==> src/gradient_color_generator_defines.svh <==
// ---------------------------------------------------------------------------
// gradient color generator assertion macros
// shared clocked assertion forms, disabled while reset is asserted
// ---------------------------------------------------------------------------
`ifndef GRADIENT_COLOR_GENERATOR_DEFINES_SVH
`define GRADIENT_COLOR_GENERATOR_DEFINES_SVH

// property that must hold at every edge
`define GCG_ASSERT(lbl, prop, msg) \
	lbl: assert property (@(posedge clk) disable iff (!arst_n) prop) \
	else $error(msg);

// consequence in the cycle after the trigger
`define GCG_ASSERT_NEXT(lbl, ante, cons, msg) \
	lbl: assert property (@(posedge clk) disable iff (!arst_n) (ante) |=> (cons)) \
	else $error(msg);

`endif

==> src/gcg_pkg.sv <==
// ---------------------------------------------------------------------------
// gcg_pkg
// widths, palette tables and fixed point constants of the gradient generator
// ---------------------------------------------------------------------------
`timescale 1ns / 1ps

package gcg_pkg;

	localparam int FRAC_BITS = 16;
	localparam int MAX_LINES = 256;

	localparam int IDX_W = 8;
	localparam int CNT_W = 9;
	localparam int CH_W  = 8;
	localparam int PAL_W = 4;
	localparam int T_W   = FRAC_BITS + 1;
	localparam int D_W   = CNT_W;

	// effective count ceiling given the port width
	localparam int CNT_MAX = (MAX_LINES < (1 << CNT_W) - 1) ? MAX_LINES : (1 << CNT_W) - 1;
	localparam logic [CNT_W-1:0] CNT_CAP = CNT_W'(CNT_MAX);

	localparam logic [T_W-1:0] ONE_FX = {1'b1, {FRAC_BITS{1'b0}}};

	// divider pipeline: quotient bits resolved per stage
	localparam int DIV_STEPS  = 4;
	localparam int DIV_STAGES = (FRAC_BITS + DIV_STEPS - 1) / DIV_STEPS;

	// neon split points
	localparam logic [T_W-1:0] SPLIT_A = T_W'((33 * (longint'(1) << FRAC_BITS)) / 100);
	localparam logic [T_W-1:0] SPLIT_B = T_W'((66 * (longint'(1) << FRAC_BITS)) / 100);

	// exact reciprocals for u/33 and (16u)/17
	localparam int K33   = T_W + 7;
	localparam int M33_W = K33 - 4;
	localparam logic [M33_W-1:0] M33 = M33_W'(((longint'(1) << K33) + 32) / 33);
	localparam int K17   = T_W + 10;
	localparam int M17_W = K17 - 3;
	localparam logic [M17_W-1:0] M17 = M17_W'(((longint'(1) << K17) + 16) / 17);

	localparam int ACC_W = CH_W + T_W + 2;

	typedef logic [PAL_W-1:0] pal_t;

	localparam pal_t PAL_NEON    = 4'd5;
	localparam pal_t PAL_MONO    = 4'd9;
	localparam pal_t PAL_RAINBOW = 4'd10;
	localparam pal_t PAL_COUNT   = 4'd13;

	typedef struct packed {
		logic [CH_W-1:0] r;
		logic [CH_W-1:0] g;
		logic [CH_W-1:0] b;
	} rgb_t;

	typedef struct packed {
		pal_t             pal;
		logic             short_run;
		logic [D_W-1:0]   d;
		logic [D_W-1:0]   rem;
		logic [T_W-1:0]   quo;
	} div_t;

	localparam rgb_t MONO_RGB = '{r: 8'd0, g: 8'd120, b: 8'd255};

	function automatic rgb_t pal_start(input pal_t p);
		rgb_t c;
		case (p)
			4'd0:    c = '{r: 8'd135, g: 8'd206, b: 8'd250};
			4'd1:    c = '{r: 8'd255, g: 8'd69,  b: 8'd0};
			4'd2:    c = '{r: 8'd152, g: 8'd251, b: 8'd152};
			4'd3:    c = '{r: 8'd218, g: 8'd112, b: 8'd214};
			4'd4:    c = '{r: 8'd255, g: 8'd191, b: 8'd0};
			4'd5:    c = '{r: 8'd255, g: 8'd20,  b: 8'd147};
			4'd6:    c = '{r: 8'd173, g: 8'd216, b: 8'd230};
			4'd7:    c = '{r: 8'd255, g: 8'd182, b: 8'd193};
			4'd8:    c = '{r: 8'd34,  g: 8'd139, b: 8'd34};
			4'd10:   c = '{r: 8'd255, g: 8'd0,   b: 8'd0};
			4'd11:   c = '{r: 8'd255, g: 8'd0,   b: 8'd255};
			4'd12:   c = '{r: 8'd192, g: 8'd192, b: 8'd192};
			default: c = MONO_RGB;
		endcase
		return c;
	endfunction

	function automatic rgb_t pal_end(input pal_t p);
		rgb_t c;
		case (p)
			4'd0:    c = '{r: 8'd0,   g: 8'd0,   b: 8'd139};
			4'd1:    c = '{r: 8'd139, g: 8'd0,   b: 8'd0};
			4'd2:    c = '{r: 8'd0,   g: 8'd128, b: 8'd128};
			4'd3:    c = '{r: 8'd75,  g: 8'd0,   b: 8'd130};
			4'd4:    c = '{r: 8'd255, g: 8'd69,  b: 8'd0};
			4'd5:    c = '{r: 8'd0,   g: 8'd191, b: 8'd255};
			4'd6:    c = '{r: 8'd0,   g: 8'd206, b: 8'd209};
			4'd7:    c = '{r: 8'd255, g: 8'd215, b: 8'd0};
			4'd8:    c = '{r: 8'd144, g: 8'd238, b: 8'd144};
			4'd10:   c = '{r: 8'd255, g: 8'd0,   b: 8'd0};
			4'd11:   c = '{r: 8'd139, g: 8'd0,   b: 8'd139};
			4'd12:   c = '{r: 8'd64,  g: 8'd64,  b: 8'd64};
			default: c = MONO_RGB;
		endcase
		return c;
	endfunction

	function automatic rgb_t neon_pt(input logic [1:0] i);
		rgb_t c;
		case (i)
			2'd0:    c = '{r: 8'd255, g: 8'd20,  b: 8'd147};
			2'd1:    c = '{r: 8'd0,   g: 8'd191, b: 8'd255};
			2'd2:    c = '{r: 8'd138, g: 8'd43,  b: 8'd226};
			default: c = '{r: 8'd50,  g: 8'd205, b: 8'd50};
		endcase
		return c;
	endfunction

endpackage

==> src/gcg_line_if.sv <==
// ---------------------------------------------------------------------------
// gcg_line_if
// line position channel: index and count of one line
// ---------------------------------------------------------------------------
`timescale 1ns / 1ps

interface gcg_line_if import gcg_pkg::*; ();
	logic             valid;
	logic             ready;
	logic [IDX_W-1:0] line_index;
	logic [CNT_W-1:0] line_count;

	modport source(output valid, line_index, line_count, input ready);
	modport sink(input valid, line_index, line_count, output ready);
endinterface

==> src/gcg_color_if.sv <==
// ---------------------------------------------------------------------------
// gcg_color_if
// color result channel: red, green and blue
// ---------------------------------------------------------------------------
`timescale 1ns / 1ps

interface gcg_color_if import gcg_pkg::*; ();
	logic            valid;
	logic            ready;
	logic [CH_W-1:0] red;
	logic [CH_W-1:0] green;
	logic [CH_W-1:0] blue;

	modport source(output valid, red, green, blue, input ready);
	modport sink(input valid, red, green, blue, output ready);
endinterface

==> src/gcg_cfg_if.sv <==
// ---------------------------------------------------------------------------
// gcg_cfg_if
// palette select write channel
// ---------------------------------------------------------------------------
`timescale 1ns / 1ps

interface gcg_cfg_if import gcg_pkg::*; ();
	logic             valid;
	logic             ready;
	logic [PAL_W-1:0] gradient_type;

	modport source(output valid, gradient_type, input ready);
	modport sink(input valid, gradient_type, output ready);
endinterface

==> src/gcg_div_stage.sv <==
// ---------------------------------------------------------------------------
// gcg_div_stage
// one registered slice of the restoring divider, DIV_STEPS quotient bits each
// ---------------------------------------------------------------------------
`timescale 1ns / 1ps
`include "gradient_color_generator_defines.svh"

module gcg_div_stage import gcg_pkg::*; #(
	parameter int FIRST_BIT = FRAC_BITS - 1
) (
	input  logic clk,
	input  logic arst_n,
	input  logic in_valid,
	output logic in_ready,
	input  div_t in_data,
	output logic out_valid,
	input  logic out_ready,
	output div_t out_data
);

	div_t data_s1;
	logic valid_s1;
	div_t nxt;

	always_comb begin
		logic [D_W:0] r2;
		nxt = in_data;
		r2  = '0;
		for (int s = 0; s < DIV_STEPS; s++) begin
			if (FIRST_BIT - s >= 0) begin
				r2 = {nxt.rem, 1'b0};
				if (r2 >= {1'b0, nxt.d}) begin
					nxt.rem = D_W'(r2 - {1'b0, nxt.d});
					nxt.quo[FIRST_BIT - s] = 1'b1;
				end else begin
					nxt.rem = r2[D_W-1:0];
				end
			end
		end
	end

	assign in_ready = !valid_s1 || out_ready;

	always_ff @(posedge clk or negedge arst_n) begin
		if (!arst_n) begin
			valid_s1 <= 1'b0;
		end else if (in_ready) begin
			valid_s1 <= in_valid;
		end
	end

	always_ff @(posedge clk) begin
		if (in_ready && in_valid) begin
			data_s1 <= nxt;
		end
	end

	assign out_valid = valid_s1;
	assign out_data  = data_s1;

	`GCG_ASSERT(a_rem_below_div, valid_s1 |-> data_s1.rem < data_s1.d, "remainder not below divisor")

endmodule

==> src/gcg_div.sv <==
// ---------------------------------------------------------------------------
// gcg_div
// operand prep and pipelined divide giving t = min(index, count - 1) * 2^frac / (count - 1)
// ---------------------------------------------------------------------------
`timescale 1ns / 1ps

module gcg_div import gcg_pkg::*; (
	input  logic             clk,
	input  logic             arst_n,
	input  logic             in_valid,
	output logic             in_ready,
	input  logic [IDX_W-1:0] line_index,
	input  logic [CNT_W-1:0] line_count,
	input  pal_t             pal,
	output logic             out_valid,
	input  logic             out_ready,
	output div_t             out_data
);

	div_t data_s1;
	logic valid_s1;
	div_t prep;

	logic [DIV_STAGES:0] v_c;
	logic [DIV_STAGES:0] r_c;
	div_t                d_c [DIV_STAGES+1];

	always_comb begin
		logic [CNT_W-1:0] cnt_eff;
		logic [D_W-1:0]   idx_w;
		cnt_eff = (line_count > CNT_CAP) ? CNT_CAP : line_count;
		idx_w   = D_W'(line_index);
		prep           = '0;
		prep.pal       = pal;
		prep.short_run = (cnt_eff <= CNT_W'(1));
		prep.d         = prep.short_run ? D_W'(1) : D_W'(cnt_eff - CNT_W'(1));
		if (idx_w > prep.d) begin
			idx_w = prep.d;
		end
		// index never exceeds the divisor, so the integer bit is just equality
		if (idx_w == prep.d) begin
			prep.quo[FRAC_BITS] = 1'b1;
			prep.rem            = '0;
		end else begin
			prep.rem = idx_w;
		end
	end

	assign in_ready = !valid_s1 || r_c[0];

	always_ff @(posedge clk or negedge arst_n) begin
		if (!arst_n) begin
			valid_s1 <= 1'b0;
		end else if (in_ready) begin
			valid_s1 <= in_valid;
		end
	end

	always_ff @(posedge clk) begin
		if (in_ready && in_valid) begin
			data_s1 <= prep;
		end
	end

	assign v_c[0] = valid_s1;
	assign d_c[0] = data_s1;

	for (genvar k = 0; k < DIV_STAGES; k++) begin : g_stage
		gcg_div_stage #(
			.FIRST_BIT(FRAC_BITS - 1 - DIV_STEPS * k)
		) u_stage (
			.clk      (clk),
			.arst_n   (arst_n),
			.in_valid (v_c[k]),
			.in_ready (r_c[k]),
			.in_data  (d_c[k]),
			.out_valid(v_c[k+1]),
			.out_ready(r_c[k+1]),
			.out_data (d_c[k+1])
		);
	end

	assign out_valid       = v_c[DIV_STAGES];
	assign r_c[DIV_STAGES] = out_ready;
	assign out_data        = d_c[DIV_STAGES];

endmodule

==> src/gcg_color.sv <==
// ---------------------------------------------------------------------------
// gcg_color
// palette mapping: neon segment scale, hsv sectors, blend and truncation
// ---------------------------------------------------------------------------
`timescale 1ns / 1ps
`include "gradient_color_generator_defines.svh"

module gcg_color import gcg_pkg::*; (
	input  logic clk,
	input  logic arst_n,
	input  logic in_valid,
	output logic in_ready,
	input  div_t in_data,
	output logic out_valid,
	input  logic out_ready,
	output rgb_t out_data
);

	localparam int P33_W = T_W + M33_W;
	localparam int P17_W = T_W + 4 + M17_W;
	localparam int LOC_W = T_W + 2;

	// stage 1: neon segment offset and reciprocal products
	logic             valid_s1;
	pal_t             pal_s1;
	logic             short_s1;
	logic [T_W-1:0]   t_s1;
	logic [1:0]       seg_s1;
	logic [T_W-1:0]   u_s1;
	logic [P33_W-1:0] p33_s1;
	logic [P17_W-1:0] p17_s1;

	// stage 2: blend endpoints and weight
	logic           valid_s2;
	rgb_t           a_s2;
	rgb_t           b_s2;
	logic [T_W-1:0] w_s2;

	// stage 3: blend accumulators
	logic                    valid_s3;
	logic signed [ACC_W-1:0] acc_r_s3;
	logic signed [ACC_W-1:0] acc_g_s3;
	logic signed [ACC_W-1:0] acc_b_s3;

	// stage 4: output register
	logic valid_s4;
	rgb_t color_s4;

	logic en_s1, en_s2, en_s3, en_s4;

	assign en_s4    = !valid_s4 || out_ready;
	assign en_s3    = !valid_s3 || en_s4;
	assign en_s2    = !valid_s2 || en_s3;
	assign en_s1    = !valid_s1 || en_s2;
	assign in_ready = en_s1;

	logic [1:0]     seg_c;
	logic [T_W-1:0] u_c;

	always_comb begin
		if (in_data.quo < SPLIT_A) begin
			seg_c = 2'd0;
			u_c   = in_data.quo;
		end else if (in_data.quo < SPLIT_B) begin
			seg_c = 2'd1;
			u_c   = in_data.quo - SPLIT_A;
		end else begin
			seg_c = 2'd2;
			u_c   = in_data.quo - SPLIT_B;
		end
	end

	always_ff @(posedge clk) begin
		if (en_s1 && in_valid) begin
			pal_s1   <= in_data.pal;
			short_s1 <= in_data.short_run;
			t_s1     <= in_data.quo;
			seg_s1   <= seg_c;
			u_s1     <= u_c;
			p33_s1   <= P33_W'(u_c) * P33_W'(M33);
			p17_s1   <= P17_W'({u_c, 4'b0000}) * P17_W'(M17);
		end
	end

	rgb_t           a_c;
	rgb_t           b_c;
	logic [T_W-1:0] w_c;
	rgb_t           rb_c;

	always_comb begin
		logic [LOC_W-1:0]   loc;
		logic [T_W+2:0]     h;
		logic [2:0]         sector;
		logic [T_W-1:0]     fx;
		logic [T_W-1:0]     x;
		logic [T_W+7:0]     xw;
		logic [CH_W-1:0]    xs;
		logic [T_W-1:0]     loc_sat;

		// 100u/33 = 3u + u/33, 100u/34 = 2u + 16u/17
		if (seg_s1 == 2'd2) begin
			loc = LOC_W'({u_s1, 1'b0}) + LOC_W'(p17_s1 >> K17);
		end else begin
			loc = LOC_W'({u_s1, 1'b0}) + LOC_W'(u_s1) + LOC_W'(p33_s1 >> K33);
		end
		loc_sat = (loc > LOC_W'(ONE_FX)) ? ONE_FX : loc[T_W-1:0];

		// hue in sextants
		h      = {t_s1, 2'b00} + (T_W+3)'({t_s1, 1'b0});
		sector = h[FRAC_BITS+2:FRAC_BITS];
		fx     = {1'b0, h[FRAC_BITS-1:0]};
		if (sector >= 3'd6) begin
			sector = 3'd5;
			fx     = ONE_FX;
		end
		x  = sector[0] ? (ONE_FX - fx) : fx;
		xw = {x, 8'h00} - (T_W+8)'(x);
		xs = xw[FRAC_BITS+7:FRAC_BITS];
		case (sector)
			3'd0:    rb_c = '{r: 8'd255, g: xs,     b: 8'd0};
			3'd1:    rb_c = '{r: xs,     g: 8'd255, b: 8'd0};
			3'd2:    rb_c = '{r: 8'd0,   g: 8'd255, b: xs};
			3'd3:    rb_c = '{r: 8'd0,   g: xs,     b: 8'd255};
			3'd4:    rb_c = '{r: xs,     g: 8'd0,   b: 8'd255};
			default: rb_c = '{r: 8'd255, g: 8'd0,   b: xs};
		endcase

		if (pal_s1 >= PAL_COUNT) begin
			a_c = MONO_RGB;
			b_c = MONO_RGB;
			w_c = '0;
		end else if (short_s1) begin
			a_c = pal_start(pal_s1);
			b_c = a_c;
			w_c = '0;
		end else if (pal_s1 == PAL_NEON) begin
			a_c = neon_pt(seg_s1);
			b_c = neon_pt(seg_s1 + 2'd1);
			w_c = loc_sat;
		end else if (pal_s1 == PAL_RAINBOW) begin
			a_c = rb_c;
			b_c = rb_c;
			w_c = '0;
		end else begin
			a_c = pal_start(pal_s1);
			b_c = pal_end(pal_s1);
			w_c = t_s1;
		end
	end

	always_ff @(posedge clk) begin
		if (en_s2 && valid_s1) begin
			a_s2 <= a_c;
			b_s2 <= b_c;
			w_s2 <= w_c;
		end
	end

	function automatic logic signed [ACC_W-1:0] blend_ch(
		input logic [CH_W-1:0] a,
		input logic [CH_W-1:0] b,
		input logic [T_W-1:0]  w
	);
		logic signed [CH_W:0]    diff;
		logic signed [T_W:0]     ws;
		logic signed [ACC_W-1:0] base;
		diff = $signed({1'b0, b}) - $signed({1'b0, a});
		ws   = $signed({1'b0, w});
		base = $signed({{(ACC_W-CH_W-FRAC_BITS){1'b0}}, a, {FRAC_BITS{1'b0}}});
		return base + ACC_W'(diff * ws);
	endfunction

	always_ff @(posedge clk) begin
		if (en_s3 && valid_s2) begin
			acc_r_s3 <= blend_ch(a_s2.r, b_s2.r, w_s2);
			acc_g_s3 <= blend_ch(a_s2.g, b_s2.g, w_s2);
			acc_b_s3 <= blend_ch(a_s2.b, b_s2.b, w_s2);
		end
	end

	function automatic logic [CH_W-1:0] trunc_ch(input logic signed [ACC_W-1:0] acc);
		return acc[ACC_W-1] ? '0 : acc[FRAC_BITS+CH_W-1:FRAC_BITS];
	endfunction

	always_ff @(posedge clk) begin
		if (en_s4 && valid_s3) begin
			color_s4.r <= trunc_ch(acc_r_s3);
			color_s4.g <= trunc_ch(acc_g_s3);
			color_s4.b <= trunc_ch(acc_b_s3);
		end
	end

	always_ff @(posedge clk or negedge arst_n) begin
		if (!arst_n) begin
			valid_s1 <= 1'b0;
			valid_s2 <= 1'b0;
			valid_s3 <= 1'b0;
			valid_s4 <= 1'b0;
		end else begin
			if (en_s1) begin
				valid_s1 <= in_valid;
			end
			if (en_s2) begin
				valid_s2 <= valid_s1;
			end
			if (en_s3) begin
				valid_s3 <= valid_s2;
			end
			if (en_s4) begin
				valid_s4 <= valid_s3;
			end
		end
	end

	assign out_valid = valid_s4;
	assign out_data  = color_s4;

	`GCG_ASSERT(a_weight_max, valid_s2 |-> w_s2 <= ONE_FX, "blend weight above one")
	`GCG_ASSERT(a_acc_nonneg, valid_s3 |-> !(acc_r_s3[ACC_W-1] || acc_g_s3[ACC_W-1] || acc_b_s3[ACC_W-1]), "negative blend")
	`GCG_ASSERT_NEXT(a_s2_advance, valid_s2 && en_s3, valid_s3, "stage two item dropped")

endmodule

==> src/gradient_color_generator.sv <==
// ---------------------------------------------------------------------------
// gradient_color_generator
// line transfer to color valid through prep, 4 divide stages, 4 color
// stages; one line per cycle sustained unless color.ready is held low;
// the divider stages resolving 4 quotient bits each set the depth
// reset clears all valid bits and selects the mono palette
// ---------------------------------------------------------------------------
`timescale 1ns / 1ps

module gradient_color_generator import gcg_pkg::*; (
	input logic       clk,
	input logic       arst_n,
	gcg_line_if.sink  line,
	gcg_color_if.source color,
	gcg_cfg_if.sink   cfg
);

	pal_t gtype_q;

	logic div_valid;
	logic div_ready;
	div_t div_data;
	rgb_t rgb;

	assign cfg.ready = 1'b1;

	always_ff @(posedge clk or negedge arst_n) begin
		if (!arst_n) begin
			gtype_q <= PAL_MONO;
		end else if (cfg.valid) begin
			gtype_q <= cfg.gradient_type;
		end
	end

	gcg_div u_div (
		.clk       (clk),
		.arst_n    (arst_n),
		.in_valid  (line.valid),
		.in_ready  (line.ready),
		.line_index(line.line_index),
		.line_count(line.line_count),
		.pal       (gtype_q),
		.out_valid (div_valid),
		.out_ready (div_ready),
		.out_data  (div_data)
	);

	gcg_color u_color (
		.clk      (clk),
		.arst_n   (arst_n),
		.in_valid (div_valid),
		.in_ready (div_ready),
		.in_data  (div_data),
		.out_valid(color.valid),
		.out_ready(color.ready),
		.out_data (rgb)
	);

	assign color.red   = rgb.r;
	assign color.green = rgb.g;
	assign color.blue  = rgb.b;

endmodule
==> src/flat_wrapper.sv <==
// flat-port wrapper written by rule: the top's interface ports become plain ports
module gradient_color_generator_flat import gcg_pkg::*;
  (clk, arst_n, line_valid, line_line_index, line_line_count, line_ready, color_valid, color_red, color_green, color_blue, color_ready, cfg_valid, cfg_gradient_type, cfg_ready);
  gcg_line_if line_i ();
  gcg_color_if color_i ();
  gcg_cfg_if cfg_i ();
  input logic clk;
  input logic arst_n;
  input wire logic [$bits(line_i.valid)-1:0] line_valid;
  input wire logic [$bits(line_i.line_index)-1:0] line_line_index;
  input wire logic [$bits(line_i.line_count)-1:0] line_line_count;
  output wire logic [$bits(line_i.ready)-1:0] line_ready;
  output wire logic [$bits(color_i.valid)-1:0] color_valid;
  output wire logic [$bits(color_i.red)-1:0] color_red;
  output wire logic [$bits(color_i.green)-1:0] color_green;
  output wire logic [$bits(color_i.blue)-1:0] color_blue;
  input wire logic [$bits(color_i.ready)-1:0] color_ready;
  input wire logic [$bits(cfg_i.valid)-1:0] cfg_valid;
  input wire logic [$bits(cfg_i.gradient_type)-1:0] cfg_gradient_type;
  output wire logic [$bits(cfg_i.ready)-1:0] cfg_ready;
  assign line_i.valid = line_valid;
  assign line_i.line_index = line_line_index;
  assign line_i.line_count = line_line_count;
  assign line_ready = line_i.ready;
  assign color_valid = color_i.valid;
  assign color_red = color_i.red;
  assign color_green = color_i.green;
  assign color_blue = color_i.blue;
  assign color_i.ready = color_ready;
  assign cfg_i.valid = cfg_valid;
  assign cfg_i.gradient_type = cfg_gradient_type;
  assign cfg_ready = cfg_i.ready;
  gradient_color_generator u_core (.clk(clk), .arst_n(arst_n), .line(line_i), .color(color_i), .cfg(cfg_i));
endmodule
==> config.mk <==
export PLATFORM = sky130hd
export DESIGN_NAME = gradient_color_generator_flat
export DESIGN_NICKNAME = d
export VERILOG_FILES = /design/src/gcg_pkg.sv /design/src/gcg_line_if.sv /design/src/gcg_color_if.sv /design/src/gcg_cfg_if.sv /design/src/gcg_div_stage.sv /design/src/gcg_div.sv /design/src/gcg_color.sv /design/src/gradient_color_generator.sv /design/src/flat_wrapper.sv
export VERILOG_INCLUDE_DIRS = /design/src /design/src/src
export SDC_FILE = /design/constraint.sdc
export NUM_CORES = 2
export LEC_CHECK = 0
export BUFFER_PORTS_ARGS = -buffer_cell sky130_fd_sc_hd__buf_2
export CAP_MARGIN = 30
export CORE_MARGIN = 5
export CORE_UTILIZATION = 66
export CTS_CLUSTER_DIAMETER = 60
export DETAILED_ROUTE_END_ITERATION = 10
export GPL_TIMING_DRIVEN = 1
export PLACE_DENSITY = 0.84
export SETUP_SLACK_MARGIN = 0.02
export SLEW_MARGIN = 20
export SYNTH_ARGS = -nofsm -noshare
export SYNTH_HDL_FRONTEND = slang
export SYNTH_SLANG_ARGS = --single-unit
==> constraint.sdc <==
create_clock -name clk -period 11.3 [get_ports clk]
set_input_delay 2.26 -clock clk [delete_from_list [all_inputs] [get_ports clk]]
set_output_delay 2.26 -clock clk [all_outputs]
set_load 0.01 [all_outputs]
Yosys cells after proc, flatten, opt, wreduce, memory -nomap -nowiden
Memories as Yosys holds them, arrays and structs flattened. A register that Yosys moved wholly into a read port is not among the register bits.
Cells that the tools add are included.
{"block": "classes", "n_addsub": 31, "n_mul": 5, "n_lt_le_gt_ge": 24, "n_eq_ne": 11, "mux": 41, "reduce_logical": 31}
{"cell": "2-to-1 mux 9 bit", "count": 18}
{"cell": ">= comparator 10 x 9 -> 1 bit", "count": 16}
{"cell": "2-to-1 mux 24 bit", "count": 6}
{"cell": "one-hot mux 24 bit (3 select lines)", "count": 2}
{"cell": "subtractor 9 bit", "count": 15}
{"cell": "one-hot mux 24 bit (5 select lines)", "count": 1}
{"cell": "2-to-1 mux 17 bit", "count": 7}
{"cell": "adder 25 x 27 -> 27 bit", "count": 3}
{"cell": "multiplier 9 x 18 -> 27 bit", "count": 3}
{"cell": "multiplier 17 x 23 -> 40 bit, second input constant", "count": 1}
{"cell": "adder 18 x 17 -> 19 bit", "count": 2}
{"cell": "multiplier 17 x 19 -> 36 bit, second input constant", "count": 1}
{"cell": "subtractor 8 x 8 -> 9 bit", "count": 3}
{"cell": "subtractor 24 x 17 -> 24 bit", "count": 1}
{"cell": "adder 19 x 12 -> 19 bit", "count": 1}
{"cell": "adder 19 x 18 -> 19 bit", "count": 1}
{"cell": "greater-than comparator 19 x 17 -> 1 bit, second input constant", "count": 1}
{"cell": "2-to-1 mux 19 bit", "count": 1}
{"cell": "less-than comparator 17 x 15 -> 1 bit, second input constant", "count": 1}
{"cell": "less-than comparator 17 x 16 -> 1 bit, second input constant", "count": 1}
{"cell": "subtractor 17 x 15 -> 17 bit, second input constant", "count": 1}
{"cell": "subtractor 17 x 16 -> 17 bit, second input constant", "count": 1}
{"cell": "subtractor 17 bit, first input constant", "count": 1}
{"cell": "2-to-1 mux 4 bit", "count": 3}
{"cell": "other kinds (24)", "count": 52}
{"block": "word_totals", "regBits": 442, "romBits": 1152, "in_bits": 26, "word_cells": 218, "mem_count": 3}
{"memory": "(no name shown)", "depth": 16, "width": 24, "rd": 1, "rd_clocked_by_memory_dff": 1, "write_ports": 0, "line": "gcg_pkg.sv:68", "source": "case (p)"}
{"memory": "(no name shown)", "depth": 16, "width": 24, "rd": 1, "rd_clocked_by_memory_dff": 1, "write_ports": 0, "line": "gcg_pkg.sv:68"}
{"memory": "(no name shown)", "depth": 16, "width": 24, "rd": 1, "rd_clocked_by_memory_dff": 1, "write_ports": 0, "line": "gcg_pkg.sv:88", "source": "case (p)"}

Longest topological paths before layout
{"block": "depth", "ltp_word": 11, "ltp_mapped": 44}

Cells and area by module
From an unflattened synthesis, not the netlist that was laid out.
{"block": "hier_totals", "hier_cells": 5414, "area_unflattened_um2": 52865.7}
{"module": "gcg_color", "n_inst": 1, "cells_per_inst": 3968, "area_each_um2": 37614.8, "seq_area_each_um2": 6526.3}
{"module": "gcg_div_stage", "n_inst": 4, "cells_per_inst": 322, "area_each_um2": 3375.7, "seq_area_each_um2": 1226.2}
{"module": "gcg_div", "n_inst": 1, "cells_per_inst": 148, "area_each_um2": 1589.0, "seq_area_each_um2": 745.7}
{"module": "gradient_color_generator", "n_inst": 1, "cells_per_inst": 10, "area_each_um2": 158.9, "seq_area_each_um2": 102.6}

Worst setup path before layout
No wires, ideal clock.
{"block": "synth_timing", "path_type": "register to register", "start": "reg u_core.u_div.g_stage[0].u_stage.data_s1, in the netlist u_core.u_div.g_stage[0].u_stage.out_data[26]", "end": "reg u_core.u_div.g_stage[1].u_stage.data_s1, in the netlist u_core.u_div.g_stage[1].u_stage.out_data[20] (data pin)", "t_arrival_ns": 8.778, "t_required_ns": 11.040, "slack_ns": 2.262, "stages_incl_launch_ff": 43, "n_path_buf": 3, "period_less_slack_ns": 9.038, "cell_sequence": "edfxtp_1 -> clkbuf_1 -> inv_1 -> fa_1 -> a21o_1 -> a21oi_1 -> o22ai_1 -> nor2_1 -> nor2b_1 -> nor2_1 -> clkbuf_1 -> mux2_2 -> ha_1 -> o21a_1 -> o21ai_0 -> nand2b_1 -> a221o_1 -> and2_1 -> [... 7 more ...] -> a21o_1 -> a21o_1 -> a21o_1 -> a21oi_1 -> o21ai_1 -> clkbuf_1 -> a21oi_1 -> a21oi_1 -> ha_1 -> o21a_1 -> o21ai_0 -> nand2b_1 -> a221o_1 -> nand2_1 -> nand2_1 -> or3_1 -> nand2_1 -> mux2_2"}
{"element": "start: declaration", "line": "gcg_div_stage.sv:21", "source": "div_t data_s1;"}
{"element": "start signal: assignment", "line": "gcg_div_stage.sv:54", "source": "data_s1 <= nxt;"}
{"element": "end signal: assignment", "line": "gcg_div_stage.sv:54"}
{"element": "end: declaration", "line": "gcg_div_stage.sv:21"}

==> flow_summary.toml <==
[outcome]
status = "complete, no violations"

[global_routing]
grt_pass1_wl_mm = 191
grt_use_total = 0.297
antenna_found_initial = 0
grt_overflow = 0
first_global_vias = 38000
grt_start_max_net_pins = 71

[routing]
routedWlPerCell_um = 19.0
vias = 36700
wl_mm = 116
drtAntennaViolNets = 0
dr.pass1.iters = 7
vias_per_cell = 6.01
drc_errors = 0
drt_iter0_drc = 2815

[timing]
drv_slew = 0
finalCriticalPeriod_ns = 10.18
final-setup-viol-count = 0
tns_ns = 0
fmax_mhz = 98.3
finalWorstSetupSlack_ns = 1.12
grt_setup_unrepaired = "false"
max_slew_margin = 0.328
fin_crit_sh = 0.901
tightest_slew_ns = 1.00
fin_skew_ns = 0.0356
hold_viol_final = 0

[yosys]
yosysSeqAreaShare = 0.227
ys_warn_count = 0
synth-edff-count = 328
synth_top_flop_cell = "edfxtp_1"
postSynth.asyncResetShare = 0.0339
synth_area_per_cell_sq_um = 9.59
synth_nets = 6273
synth_cell_types = 89
syn_inst = 5070
synth-seq-cells = 383
netlist_area_sq_mm = 0.0486

[place]
gp_congestion = 1.00
preCtsSetupSlack_ns = 1.27
io_buffer_count = 51
placed_area_sq_mm = 0.0503
hpwl_mm = 92.7

[setup_path]
required_ns = 11.64
worst-setup-path-type = "reg2reg"
critPathLaunchType = "flop"
crit_arrival_ns = 10.52
cp_slowest_cell = "nor2_1"
reg2reg_slack_ns = 1.12
cp_top_family = "compound AO/OA/AOI/OAI gates"
cpPeakStageDelay_ns = 0.64
crit_path_end_kind = "flop"
cp_max_fo = 14
cpMostUsedCell = "a21o_1"
path_buf_inv = 3

[floorplanning]
dieArea_sq_mm = 0.0792
die_y_um = 281
core-area_sq_mm = 0.0730
die_x_um = 281
num_rows = 99
io_pins = 53
start_util = 0.667

[cts]
cts_setup_buffers = 0
holdBufCountCts = 0
clk_latency_ns = 0.60
cts.repair.resized = 0
ctsLongestPathBuffers = 3
cts_buffers = 44
cts.sinks = 383
cts_root_buf = "clkbuf_16"
clk_pin_slew_worst_paths_ns = 0.07
h-tree-depth = 2
cts_tree = "done"

[layout]
final.fill_count = 5301
layout.nets = 6317
multi_input_area_sq_mm = 0.0341
drive_above_1_share = 0.0590
syn_to_final_growth_pct = 6.54
antenna_cells = 0
register_area_sq_mm = 0.0110
fin_area_sq_mm = 0.0518

[min_path]
min_path_type = "reg2reg"

[job]
max-cap-violations = 0
## synth_stat cells (127+ instances only)
cell,instances,area (sq um)
inv_1,831,3120
and2_1,193,1210
o21ai_0,214,1070
edfxtp_1,328,9850
nand2b_1,134,838
nor2_1,263,987
fa_1,533,10700
xnor2_1,133,1160
a21o_1,128,961
nand2_1,434,1630
a21oi_1,225,1130
clkbuf_1,127,477
ha_1,644,8060
## path summary, 6_finish.rpt
kind / from / to / cells past startpoint
worst max-delay path: u_core.u_div.g_stage[1].u_stage.out_data[26] / u_core.u_div.g_stage[2].u_stage.out_data[19] / 39
worst min-delay path: u_core.u_div.g_stage[0].u_stage.out_data[12] / u_core.u_div.g_stage[1].u_stage.out_data[12] / 0
worst max register to register: u_core.u_div.g_stage[1].u_stage.out_data[26] / u_core.u_div.g_stage[2].u_stage.out_data[19] / 39
worst min register to register: u_core.u_div.g_stage[0].u_stage.out_data[12] / u_core.u_div.g_stage[1].u_stage.out_data[12] / 0
max in group asynchronous: arst_n / u_core.gtype_q[0] / 1
min in group asynchronous: arst_n / u_core.gtype_q[1] / 1
## cells in the final DEF, fill, tap and decap left out, drive strengths merged, types with 130 or more instances in the layout
master and n:
nand2 434, fa 533, and2 194, edfxtp 328, nand2b 134, buf 130
ha 644, o21ai 240, xnor2 135, a21oi 227, nor2 263, inv 840
## per-layer routing
layer | track usage | wire (um)
met2 | 0.511 | 56900
met4 | 0.137 | 6250
met3 | 0.0357 | 7030
met1 | 0.378 | 46100
met5 | 0 | 0
## stage by stage
stage	hold WS [ns]	utilization	std cells
3_5_place_dp	0.405	0.689	6021
6_report	0.416	0.710	6109
3_3_place_gp	0.401	0.688	6015
5_1_grt	0.425	0.710	6109
2_1_floorplan	0.400	-	5070
4_1_cts	0.417	0.710	6103
## cells by family after synthesis
kind of cell | synth area share
AND/OR/NAND/NOR | 0.135
AO/OA/AOI/OAI | 0.126
other | 0.000154
multiplexers | 0.0145
buffers and inverters | 0.0749
XOR/XNOR | 0.0376
adder cells (fa/ha/maj) | 0.385
flip-flops | 0.227
## cell type report
cell class	instances	share of cell area
clock buffers	48	0.0215
clock inverters	34	0.00753
inverters	831	0.0602
multi-input cells	3721	0.657
flip-flops and latches	383	0.213
well taps	959	0.0232
repair buffers	133	0.0174
Power is not shown: default switching activity piles up to over one toggle a cycle in this logic, so the estimate is an artifact.
